## src/rtl/aste_pkg.sv

```systemverilog
// shared types, constants and helpers of the animation state transition engine
`default_nettype none
package aste_pkg;

  localparam int MAX_STATES_DEF      = 16;
  localparam int MAX_TRANSITIONS_DEF = 16;
  localparam int MAX_CONDITIONS_DEF  = 4;
  localparam int PARAM_COUNT         = 4;

  localparam int CFG_INDEX_W = 1;
  localparam int CFG_DATA_W  = 5;
  localparam int DIV_STEPS   = 17;

  localparam logic [CFG_INDEX_W-1:0] REG_STATES_IN_USE      = 1'b0;
  localparam logic [CFG_INDEX_W-1:0] REG_TRANSITIONS_IN_USE = 1'b1;

  typedef enum logic [1:0] {
    CMD_WR_STATE = 2'd0,
    CMD_WR_TRANS = 2'd1,
    CMD_WR_COND  = 2'd2,
    CMD_TICK     = 2'd3
  } cmd_t;

  localparam logic [2:0] OP_GT   = 3'd0;
  localparam logic [2:0] OP_GE   = 3'd1;
  localparam logic [2:0] OP_LT   = 3'd2;
  localparam logic [2:0] OP_LE   = 3'd3;
  localparam logic [2:0] OP_EQ   = 3'd4;
  localparam logic [2:0] OP_NE   = 3'd5;
  localparam logic [2:0] OP_NONE = 3'd6;

  typedef struct packed {
    logic [1:0]         command;
    logic [3:0]         entry_index;
    logic [1:0]         condition_slot;
    logic signed [31:0] arg_a;
    logic signed [31:0] arg_b;
    logic signed [31:0] arg_c;
    logic signed [31:0] arg_d;
    logic               flag;
  } in_word_t;

  typedef struct packed {
    logic        active;
    logic [3:0]  current_state;
    logic [15:0] current_time;
    logic        blending;
    logic [3:0]  target_state;
    logic [15:0] target_time;
    logic [15:0] blend_tick;
    logic [15:0] blend_duration;
  } out_word_t;

  function automatic logic cond_hold(input logic [2:0] op, input logic signed [31:0] x,
                                     input logic signed [31:0] y);
    logic r;
    case (op)
      OP_GT:   r = x > y;
      OP_GE:   r = x >= y;
      OP_LT:   r = x < y;
      OP_LE:   r = x <= y;
      OP_EQ:   r = x == y;
      OP_NE:   r = x != y;
      default: r = 1'b0;
    endcase
    return r;
  endfunction

endpackage
`default_nettype wire

```

## src/rtl/aste_ram.sv

```systemverilog
// generic single-write, single-read ram with registered read data
`default_nettype none
module aste_ram #(
  parameter int WIDTH = 8,
  parameter int DEPTH = 16
) (
  input  wire logic                                   clk,
  input  wire logic                                   wr_en,
  input  wire logic [((DEPTH > 1) ? $clog2(DEPTH) : 1)-1:0] wr_addr,
  input  wire logic [WIDTH-1:0]                       wr_data,
  input  wire logic [((DEPTH > 1) ? $clog2(DEPTH) : 1)-1:0] rd_addr,
  output logic      [WIDTH-1:0]                       rd_data
);

  logic [WIDTH-1:0] mem [DEPTH];

  always_ff @(posedge clk) begin
    if (wr_en) begin
      mem[wr_addr] <= wr_data;
    end
    rd_data <= mem[rd_addr];
  end

endmodule
`default_nettype wire

```

## src/rtl/animation_state_transition_engine_core.sv

```systemverilog
// animation state machine with crossfade: tables in rams, tick sequencer and time update
//
//   channel  signals                          direction  word
//   in       in_valid / in_stall / in_data    to block   in_word_t (write or tick)
//   out      out_valid / out_stall / out_data from block out_word_t (one per tick)
//   cfg      cfg_valid / cfg_ready / cfg_index, cfg_data  to block  register write
//
// a tick scans the transitions in use (unless already crossfading), one table entry a
// cycle (a transition row, then its conditions) up to the first match, then runs a clip
// time update (two when crossfading) through the 17-step modulo unit when a loop wraps.
// rst is synchronous and clears control state; the tables hold nothing until written.
// in_stall is high while a tick works; a result waiting in the output register only
// holds back the next tick result, not writes.
`default_nettype none
module animation_state_transition_engine_core #(
  parameter int MAX_STATES      = aste_pkg::MAX_STATES_DEF,
  parameter int MAX_TRANSITIONS = aste_pkg::MAX_TRANSITIONS_DEF,
  parameter int MAX_CONDITIONS  = aste_pkg::MAX_CONDITIONS_DEF
) (
  input  wire logic                              clk,
  input  wire logic                              rst,
  input  wire logic                              in_valid,
  output logic                                   in_stall,
  input  wire aste_pkg::in_word_t                in_data,
  output logic                                   out_valid,
  input  wire logic                              out_stall,
  output aste_pkg::out_word_t                    out_data,
  input  wire logic                              cfg_valid,
  output logic                                   cfg_ready,
  input  wire logic [aste_pkg::CFG_INDEX_W-1:0]  cfg_index,
  input  wire logic [aste_pkg::CFG_DATA_W-1:0]   cfg_data
);

  localparam int SW    = (MAX_STATES > 1) ? $clog2(MAX_STATES) : 1;
  localparam int TW    = (MAX_TRANSITIONS > 1) ? $clog2(MAX_TRANSITIONS) : 1;
  localparam int QD    = MAX_TRANSITIONS * MAX_CONDITIONS;
  localparam int QW    = (QD > 1) ? $clog2(QD) : 1;
  localparam int CW    = $clog2(MAX_CONDITIONS + 1);
  localparam int SROW  = 33;
  localparam int TROW  = 4 + 2 * SW + 16 + CW;
  localparam int CROW  = 38;
  localparam int XW    = 9;

  typedef enum logic [7:0] {
    S_IDLE = 8'b00000001,
    S_SROW = 8'b00000010,
    S_TR   = 8'b00000100,
    S_CD   = 8'b00001000,
    S_OUT  = 8'b00010000,
    S_ADV  = 8'b00100000,
    S_DIV  = 8'b01000000,
    S_FIN  = 8'b10000000
  } fsm_t;

  fsm_t fsm, fsm_next;

  logic [4:0] states_in_use, transitions_in_use;
  logic [4:0] ns, nt;

  logic [TW-1:0] i, i_next;
  logic [QW-1:0] tbase, tbase_next;
  logic [CW-1:0] k, k_next;

  logic signed [31:0] prm [aste_pkg::PARAM_COUNT];
  logic zres;

  logic [SW-1:0] active_state, as_fix;
  logic [15:0]   active_time;
  logic          fade_on;
  logic [SW-1:0] fade_target;
  logic [15:0]   fade_tick, fade_length, fade_time;

  logic signed [15:0] cur_speed, fd_speed;
  logic               cur_loop, fd_loop;
  logic [15:0]        cur_len, fd_len;

  logic [SW-1:0] tr_to_q;
  logic [15:0]   tr_dur_q;
  logic [CW-1:0] tr_cnt_q;

  logic        sel;
  logic [15:0] at_new, ft_new;
  logic [15:0] div_rem;
  logic [16:0] div_dvd;
  logic [4:0]  div_cnt;
  logic        div_neg;

  // ram ports
  logic            st_we, tr_we, cd_we;
  logic [SW-1:0]   st_waddr, st_raddr;
  logic [TW-1:0]   tr_waddr;
  logic [QW-1:0]   cd_waddr, cd_raddr;
  logic [SROW-1:0] st_wdata, st_rdata;
  logic [TROW-1:0] tr_wdata, tr_rdata;
  logic [CROW-1:0] cd_wdata, cd_rdata;

  logic signed [15:0] sr_speed;
  logic               sr_loop;
  logic [15:0]        sr_len;

  logic          tr_from_any, tr_from_ok, tr_to_ok, tr_exit;
  logic [SW-1:0] tr_from, tr_to;
  logic [15:0]   tr_dur;
  logic [CW-1:0] tr_cnt;

  logic               cd_pok;
  logic [1:0]         cd_param;
  logic [2:0]         cd_op;
  logic signed [31:0] cd_value;

  assign {sr_speed, sr_loop, sr_len} = st_rdata;
  assign {tr_from_any, tr_from_ok, tr_from, tr_to_ok, tr_to, tr_dur, tr_exit, tr_cnt} = tr_rdata;
  assign {cd_pok, cd_param, cd_op, cd_value} = cd_rdata;

  logic in_acc, is_tick, out_free;
  assign in_stall  = (fsm != S_IDLE);
  assign in_acc    = in_valid && !in_stall;
  assign is_tick   = (in_data.command == aste_pkg::CMD_TICK);
  assign out_free  = !out_valid || !out_stall;
  assign cfg_ready = 1'b1;

  assign ns = (XW'(states_in_use) > XW'(MAX_STATES)) ? 5'(MAX_STATES) : states_in_use;
  assign nt = (XW'(transitions_in_use) > XW'(MAX_TRANSITIONS)) ?
              5'(MAX_TRANSITIONS) : transitions_in_use;
  assign as_fix = (XW'(active_state) >= XW'(ns)) ? '0 : active_state;

  // table write words
  always_comb begin
    logic signed [31:0] a, b, c, d;
    logic from_ok, to_ok, pok;
    a = in_data.arg_a;
    b = in_data.arg_b;
    c = in_data.arg_c;
    d = in_data.arg_d;

    st_we = in_acc && in_data.command == aste_pkg::CMD_WR_STATE &&
            XW'(in_data.entry_index) < XW'(MAX_STATES);
    tr_we = in_acc && in_data.command == aste_pkg::CMD_WR_TRANS &&
            XW'(in_data.entry_index) < XW'(MAX_TRANSITIONS);
    cd_we = in_acc && in_data.command == aste_pkg::CMD_WR_COND &&
            XW'(in_data.entry_index) < XW'(MAX_TRANSITIONS) &&
            5'(in_data.condition_slot) < 5'(MAX_CONDITIONS);
    st_waddr = SW'(in_data.entry_index);
    tr_waddr = TW'(in_data.entry_index);
    cd_waddr = QW'(int'(in_data.entry_index) * MAX_CONDITIONS + int'(in_data.condition_slot));

    st_wdata[32:17] = (a > 32'sd32767) ? 16'h7fff : ((a < -32'sd32768) ? 16'h8000 : a[15:0]);
    st_wdata[16]    = in_data.flag;
    st_wdata[15:0]  = (b < 32'sd0) ? 16'h0000 : ((b > 32'sd65535) ? 16'hffff : b[15:0]);

    from_ok = (a >= 32'sd0) && (a < $signed(32'(MAX_STATES)));
    to_ok   = (b >= 32'sd0) && (b < $signed(32'(MAX_STATES)));
    tr_wdata = {a == -32'sd1, from_ok, from_ok ? SW'(a) : SW'(0), to_ok,
                to_ok ? SW'(b) : SW'(0),
                (c <= 32'sd0) ? 16'd1 : ((c > 32'sd65535) ? 16'hffff : c[15:0]),
                in_data.flag,
                (d < 32'sd0) ? CW'(0) :
                ((d > $signed(32'(MAX_CONDITIONS))) ? CW'(MAX_CONDITIONS) : CW'(d))};

    pok = (a >= 32'sd0) && (a < $signed(32'(aste_pkg::PARAM_COUNT)));
    cd_wdata = {pok, pok ? a[1:0] : 2'd0,
                (b >= 32'sd0 && b <= 32'sd5) ? b[2:0] : aste_pkg::OP_NONE, c};
  end

  aste_ram #(.WIDTH(SROW), .DEPTH(MAX_STATES)) u_state_ram (
    .clk(clk), .wr_en(st_we), .wr_addr(st_waddr), .wr_data(st_wdata),
    .rd_addr(st_raddr), .rd_data(st_rdata)
  );
  aste_ram #(.WIDTH(TROW), .DEPTH(MAX_TRANSITIONS)) u_trans_ram (
    .clk(clk), .wr_en(tr_we), .wr_addr(tr_waddr), .wr_data(tr_wdata),
    .rd_addr(i_next), .rd_data(tr_rdata)
  );
  aste_ram #(.WIDTH(CROW), .DEPTH(QD)) u_cond_ram (
    .clk(clk), .wr_en(cd_we), .wr_addr(cd_waddr), .wr_data(cd_wdata),
    .rd_addr(cd_raddr), .rd_data(cd_rdata)
  );

  assign st_raddr = (fsm == S_IDLE) ? as_fix : fade_target;
  assign cd_raddr = tbase_next + QW'(k_next);

  // transition checks
  logic pre_ok, cond_ok, more_tr, more_k;
  always_comb begin
    logic to_good, from_good, exit_good;
    to_good   = tr_to_ok && (XW'(tr_to) < XW'(ns)) && (tr_to != active_state);
    from_good = tr_from_any || (tr_from_ok && tr_from == active_state);
    exit_good = !tr_exit || (cur_len != 16'd0 && (17'(active_time) + 17'd1) >= 17'(cur_len));
    pre_ok    = to_good && from_good && exit_good;
    cond_ok   = cd_pok && aste_pkg::cond_hold(cd_op, prm[cd_param], cd_value);
    more_tr   = (XW'(i) + XW'(1)) < XW'(nt);
    more_k    = ((CW+1)'(k) + (CW+1)'(1)) < (CW+1)'(tr_cnt_q);
  end

  // clip time update, shared by current and target
  logic signed [15:0] a_speed;
  logic               a_loop;
  logic [15:0]        a_time, a_len;
  logic signed [17:0] adv_t;
  logic [17:0]        adv_negt;
  logic               adv_under, adv_over, need_div;
  logic [16:0]        adv_mag;
  logic [15:0]        adv_res, rem_next;
  logic               adv_store;
  logic [16:0]        div_sh, div_sub;

  always_comb begin
    a_speed  = sel ? fd_speed : cur_speed;
    a_loop   = sel ? fd_loop : cur_loop;
    a_len    = sel ? fd_len : cur_len;
    a_time   = sel ? fade_time : active_time;
    adv_t    = $signed({2'b00, a_time}) + $signed({{2{a_speed[15]}}, a_speed});
    adv_negt = 18'(-adv_t);
    adv_under = adv_t < 18'sd0;
    adv_over  = adv_t >= $signed({2'b00, a_len});
    adv_mag   = adv_under ? adv_negt[16:0] : adv_t[16:0];
    need_div  = (a_len != 16'd0) && a_loop && (adv_over || adv_under);

    div_sh   = {div_rem, div_dvd[16]};
    div_sub  = div_sh - {1'b0, a_len};
    rem_next = (div_sh >= {1'b0, a_len}) ? div_sub[15:0] : div_sh[15:0];

    if (fsm == S_DIV) begin
      adv_res = div_neg ? ((rem_next == 16'd0) ? 16'd0 : a_len - rem_next) : rem_next;
    end else if (a_len == 16'd0) begin
      adv_res = a_time;
    end else if (adv_over) begin
      adv_res = a_len;
    end else if (adv_under) begin
      adv_res = 16'd0;
    end else begin
      adv_res = adv_t[15:0];
    end
    adv_store = (fsm == S_ADV && !need_div) || (fsm == S_DIV && div_cnt == 5'd1);
  end

  // sequencer
  logic          take_match;
  logic [SW-1:0] match_to;
  logic [15:0]   match_dur;

  always_comb begin
    fsm_next   = fsm;
    i_next     = i;
    tbase_next = tbase;
    k_next     = k;
    take_match = 1'b0;
    match_to   = tr_to_q;
    match_dur  = tr_dur_q;
    unique case (fsm)
      S_IDLE: begin
        i_next     = '0;
        tbase_next = '0;
        k_next     = '0;
        if (in_acc && is_tick) begin
          fsm_next = (ns == 5'd0) ? S_OUT : S_SROW;
        end
      end
      S_SROW: begin
        fsm_next = (fade_on || nt == 5'd0) ? S_OUT : S_TR;
      end
      S_TR: begin
        if (!pre_ok) begin
          if (more_tr) begin
            i_next     = i + TW'(1);
            tbase_next = tbase + QW'(MAX_CONDITIONS);
          end else begin
            fsm_next = S_OUT;
          end
        end else if (tr_cnt == CW'(0)) begin
          take_match = 1'b1;
          match_to   = tr_to;
          match_dur  = tr_dur;
          fsm_next   = S_OUT;
        end else begin
          k_next   = '0;
          fsm_next = S_CD;
        end
      end
      S_CD: begin
        if (!cond_ok) begin
          if (more_tr) begin
            i_next     = i + TW'(1);
            tbase_next = tbase + QW'(MAX_CONDITIONS);
            k_next     = '0;
            fsm_next   = S_TR;
          end else begin
            fsm_next = S_OUT;
          end
        end else if (more_k) begin
          k_next = k + CW'(1);
        end else begin
          take_match = 1'b1;
          fsm_next   = S_OUT;
        end
      end
      S_OUT: begin
        if (out_free) begin
          fsm_next = zres ? S_IDLE : S_ADV;
        end
      end
      S_ADV, S_DIV: begin
        if (fsm == S_ADV && need_div) begin
          fsm_next = S_DIV;
        end else if (adv_store) begin
          fsm_next = (!sel && fade_on) ? S_ADV : S_FIN;
        end
      end
      S_FIN: begin
        fsm_next = S_IDLE;
      end
      default: fsm_next = S_IDLE;
    endcase
  end

  always_ff @(posedge clk) begin
    if (rst) begin
      fsm                <= S_IDLE;
      states_in_use      <= '0;
      transitions_in_use <= '0;
      active_state       <= '0;
      active_time        <= '0;
      fade_on            <= 1'b0;
      fade_target        <= '0;
      fade_tick          <= '0;
      fade_length        <= '0;
      fade_time          <= '0;
      out_valid          <= 1'b0;
      sel                <= 1'b0;
      zres               <= 1'b0;
    end else begin
      fsm   <= fsm_next;
      i     <= i_next;
      tbase <= tbase_next;
      k     <= k_next;

      if (cfg_valid && cfg_ready) begin
        case (cfg_index)
          aste_pkg::REG_STATES_IN_USE:      states_in_use <= cfg_data;
          aste_pkg::REG_TRANSITIONS_IN_USE: transitions_in_use <= cfg_data;
          default: ;
        endcase
      end

      if (fsm == S_OUT && out_free) begin
        out_valid <= 1'b1;
      end else if (!out_stall) begin
        out_valid <= 1'b0;
      end

      unique case (fsm)
        S_IDLE: begin
          if (in_acc && is_tick) begin
            prm[0] <= in_data.arg_a;
            prm[1] <= in_data.arg_b;
            prm[2] <= in_data.arg_c;
            prm[3] <= in_data.arg_d;
            zres   <= (ns == 5'd0);
            sel    <= 1'b0;
            if (ns != 5'd0) begin
              active_state <= as_fix;
            end
          end
        end
        S_SROW: begin
          cur_speed <= sr_speed;
          cur_loop  <= sr_loop;
          cur_len   <= sr_len;
        end
        S_TR, S_CD: begin
          if (fsm == S_TR) begin
            tr_to_q  <= tr_to;
            tr_dur_q <= tr_dur;
            tr_cnt_q <= tr_cnt;
          end
          if (take_match) begin
            fade_on     <= 1'b1;
            fade_target <= match_to;
            fade_tick   <= '0;
            fade_length <= match_dur;
            fade_time   <= '0;
          end
        end
        S_OUT: begin
          if (out_free) begin
            if (zres) begin
              out_data <= '0;
            end else begin
              out_data.active         <= 1'b1;
              out_data.current_state  <= 4'(active_state);
              out_data.current_time   <= active_time;
              out_data.blending       <= fade_on;
              out_data.target_state   <= fade_on ? 4'(fade_target) : 4'd0;
              out_data.target_time    <= fade_on ? fade_time : 16'd0;
              out_data.blend_tick     <= fade_on ? fade_tick : 16'd0;
              out_data.blend_duration <= fade_on ? fade_length : 16'd0;
            end
          end
        end
        S_ADV, S_DIV: begin
          // target row read is settled by now
          if (fsm == S_ADV && !sel) begin
            fd_speed <= sr_speed;
            fd_loop  <= sr_loop;
            fd_len   <= sr_len;
          end
          if (fsm == S_ADV && need_div) begin
            div_dvd <= adv_mag;
            div_rem <= '0;
            div_cnt <= 5'(aste_pkg::DIV_STEPS);
            div_neg <= adv_under;
          end
          if (fsm == S_DIV) begin
            div_rem <= rem_next;
            div_dvd <= {div_dvd[15:0], 1'b0};
            div_cnt <= div_cnt - 5'd1;
          end
          if (adv_store) begin
            if (!sel) begin
              at_new <= adv_res;
              if (fade_on) begin
                sel <= 1'b1;
              end
            end else begin
              ft_new <= adv_res;
            end
          end
        end
        S_FIN: begin
          if (fade_on && (17'(fade_tick) + 17'd1) >= 17'(fade_length)) begin
            active_state <= fade_target;
            active_time  <= ft_new;
            fade_on      <= 1'b0;
            fade_target  <= '0;
            fade_tick    <= '0;
            fade_length  <= '0;
            fade_time    <= '0;
          end else begin
            active_time <= at_new;
            if (fade_on) begin
              fade_time <= ft_new;
              fade_tick <= fade_tick + 16'd1;
            end
          end
        end
        default: ;
      endcase
    end
  end

endmodule
`default_nettype wire

```

## config.mk

```make
export PLATFORM = sky130hd
export DESIGN_NAME = animation_state_transition_engine_core
export DESIGN_NICKNAME = d
export VERILOG_FILES = /design/src/rtl/aste_pkg.sv /design/src/rtl/aste_ram.sv /design/src/rtl/animation_state_transition_engine_core.sv
export SDC_FILE = /design/constraint.sdc
export NUM_CORES = 2
export LEC_CHECK = 0
export BUFFER_PORTS_ARGS = -buffer_cell sky130_fd_sc_hd__buf_4
export CAP_MARGIN = 25
export CORE_AREA = 2 2 609 490
export DETAILED_ROUTE_END_ITERATION = 10
export DIE_AREA = 0 0 611 492
export PLACE_DENSITY = 0.74
export SYNTH_ARGS = -nofsm -noshare
export SYNTH_HDL_FRONTEND = slang
export SYNTH_SLANG_ARGS = --single-unit
```

## constraint.sdc

```tcl
create_clock -name clk -period 8.35 [get_ports clk]
set_input_delay 0.835 -clock clk [delete_from_list [all_inputs] [get_ports clk]]
set_output_delay 0.835 -clock clk [all_outputs]
set_load 0.02 [all_outputs]
```

==> summary by stage <==
Route
The total number of vias is between 90000 and 100k. Dividing the detail-routed via count by the number of cells gives 6.96. The iteration count of the initial detailed-routing pass is 8. The routed design has 484000 µm of wire.

The antenna violation net count after detailed routing is 0. In the routed design, unresolved DRC markers number 0. The number of DRC markers after the initial detailed-route iteration is around 17000. Dividing the detail-routed wire length by the instance count gives 34.9 µm.

Global route
Global routing finished with a remaining overflow of 0. For this run, the total global-route usage over all layers was measured as 31.7%. The number of antenna violations at the first check in global routing was 47. The number of global-route vias before repair is 92300. The maximum number of pins on one net before global-route repair is 210. The first global-routing pass estimated 675000 µm of wire.

Die
The core region is 0.295 mm². For this configuration, the core starts out at a cell density of 54.6%. The I/O pin total is between 200 and 250. The floorplan step set the die width to 611 µm.

The die covers 0.301 mm². The floorplan has 179 rows. The die is 492 µm tall.

Synth
The post-synthesis instance total is around 9200. The count of yosys warnings during synthesis is 0. In this run, synthesis inferred ~3800 flip-flops with an integrated enable. The flip-flop and latch count after synthesis is 4027. For this run, the register share of the synthesized area comes to 73.7%.

Sorting the synthesized cells by area gives the leading types as edfxtp_1 (71%), mux4_2 (8.9%), dfxtp_1 (2.4%), a21oi_1 (1.5%), mux2_2 (1.3%). The most used flip-flop cell after synthesis is edfxtp_1. The proportion of synthesized flip-flops having asynchronous set or reset is 0%.

The largest area contributor in the netlist is edfxtp_1. After synthesis, the mean cell area works out to roughly 17 µm². The synthesized design devotes to its leading area cell type 71.3% of total area.

The net count after synthesis is 9535. The netlist uses 90 different library cells. In this run the cell area of the synthesized design comes to around 0.16 mm².

Clock network
The root buffer cell chosen for the clock tree is clkbuf_16. The maximum buffer depth of the clock tree is 4. TritonCTS built the clock tree.

The number of buffers added to fix hold violations after cts is 0. Post-CTS repair changed the size of 0 cells. CTS saw 4027 sinks. For the worst-skew pair, the clock arrives at the later sink with an insertion delay of 0.96 ns. The clock transition at the register clock pins on the worst setup and hold paths after CTS is 0.07 ns. Post-CTS timing repair inserted 0 buffers for setup. The H-tree level count is 5.

TritonCTS created 380 clock buffers.

Setup path
The reg-to-reg critical path startpoint is u_cond_ram.rd_data[35]$_DFF_P_. The worst setup path is launched from a register. The number of buffers and inverters on the critical path is 4. The kind of cell with the highest combined delay along the critical path is compound AO/OA/AOI/OAI gates.

The type of destination of the critical path is a register. The standard cell with the maximum stage delay on the critical path is fa_4. The cell seen most often among critical-path stages is nand2_1. The largest driver fanout on the critical path is 51. The critical path is of the register to register type. The critical path required time is 9.12 ns. The worst setup path startpoint is u_cond_ram.rd_data[35]$_DFF_P_. For this run, the slowest stage of the critical path takes ~0.87 ns. The arrival time of data at the critical path endpoint is between 8 and 9 ns.

Worst hold path
The startpoint identified for the worst hold timing path is in_data[22]. The class of the most critical hold timing path is input port to register.

STA
The final number of hold-violating endpoints is 0. Setup violations remaining at the end of the flow were counted as 0. Counting I/O delays and the setup requirement, the final critical path takes 8.09 ns. The normalized max-slew margin is 19.3%.

Across the routed clock network, the largest skew measured is 0.0808 ns. Setup repair after global routing left no endpoint under its margin. The setup TNS is 0 ns. The final critical path takes up a little over nine tenths of the cycle.

Based on the critical path, the design can be clocked at up to 0.124 GHz. The pin slew with the least headroom to its limit is 1.21 ns. The max-slew violation count came to 0. The least setup slack across all paths after layout is 0.264 ns.

Pwr
In this run the power density over the cells is 321 mW/mm². The overall power is between 50 and 60 mW. The largest vdd supply drop is 469 µV. The static power due to leakage is 59.4 nW.

Place
The placer congestion estimate is 0.926. The count of buffers added on input and output ports is 223. Once placement completed, the tool counted placed cells totaling approximately 13000. The setup slack at placement is 0.583 ns. The detailed placement HPWL is 267000 µm.

Outcome
The flow ran to the end, and the final reports show no timing, DRC or antenna violations.

Layout
The most frequent standard cell in the layout excluding fill and tap cells is edfxtp_1. Cells fill 61.9% of the core in the end. In the layout the commonest cells are edfxtp_1 (3831), mux4_2 (641), buf_4 (508).

After the flow finishes, the layout carries non-filler instances totaling 13800. The count of nets after finishing is approximately 9900. Compared with the post-synthesis result, the final layout area differs by 13.2%.

Of the cells placed in the final design, the portion with a size suffix greater than 1 is 21.8%.

Job
The count of max-cap constraint violations is 0.
-- layer usage --
layer  wire, µm  up-vias  GRT usage [%]
met3      71300     1340           8.94
met4      27200       20           16.2
met1     171000    48800           43.6
met2     214000     8027           46.4
li1           -    38300              -
met5        104        -              0
-- cells in the mapped netlist, types with 152 or more instances --
| master | n |
|---|---|
| edfxtp_1 | 3831 |
| mux4_2 | 641 |
| nor2_1 | 501 |
| a21oi_1 | 483 |
| clkbuf_1 | 464 |
| nand2_1 | 438 |
| o22ai_1 | 298 |
| a22oi_1 | 223 |
| and2_1 | 202 |
| a211oi_1 | 198 |
| dfxtp_1 | 196 |
| mux2_2 | 184 |
| ha_1 | 152 |
-- final timing paths --
kind | end | slack [ns] | cells after the start
worst max-delay path | u_cond_ram.rd_data[17]$_DFF_P_ | 0.26 | 25
worst min-delay path | prm[3][21]$_DFFE_PP_ | 0.09 | 1
worst max register to register | u_cond_ram.rd_data[17]$_DFF_P_ | 0.26 | 25
worst min register to register | fd_speed[11]$_DFFE_PP_ | 0.43 | 0
-- logic make-up (layout without fill, tap and decap cells) --
group | count (synthesis) | after routing | share of synthesized area [%]
buf+inv | 723 | 1423 | 1.79
mux | 909 | 909 | 10.8
fa+ha+maj | 156 | 156 | 1.23
simple gates | 1582 | 1582 | 4.68
compound gates | 1741 | 1741 | 7.28
xor+xnor | 92 | 92 | 0.511
flops | 4027 | 4027 | 73.7
other cells | 1 | 27 | 0.00232
-- state kept, by name, summed over array words and instances (netlist names), 17 cells and up --
signal and flops:
u_trans_ram.mem 496, u_trans_ram.rd_data 31, div_dvd 17, prm 128, u_cond_ram.mem 2432, out_data 74
u_cond_ram.rd_data 38, u_state_ram.rd_data 33, u_state_ram.mem 528
-- area by class of cell --
cell class	instances	area, µm²
antenna	26	65.1
fill	20000	113000
clock inverter	191	1810
clock buffer	496	10300
multi-input combinational	4481	40500
tap	3891	4870
inverter	145	544
timing repair buffer	591	5520
sequential	4027	119000
-- where the power goes --
part	total, mW	switching (mW)	internal [mW]
Combinational	18.8	10.7	8.14
Clock	17.1	7.48	9.59
Sequential	22.7	0.290	22.4
-- per-stage QoR --
| step | hold WS (ns) | cell area (µm²) |
|---|---|---|
| finish | 0.0918 | 183000 |
| global route | 0.0793 | 183000 |
| CTS | 0.0582 | 182000 |
| detailed placement | 0.415 | 170000 |
| global placement | 0.409 | 170000 |
| floorplan | 0.404 | 161000 |
(Power assumes the default switching activity.)
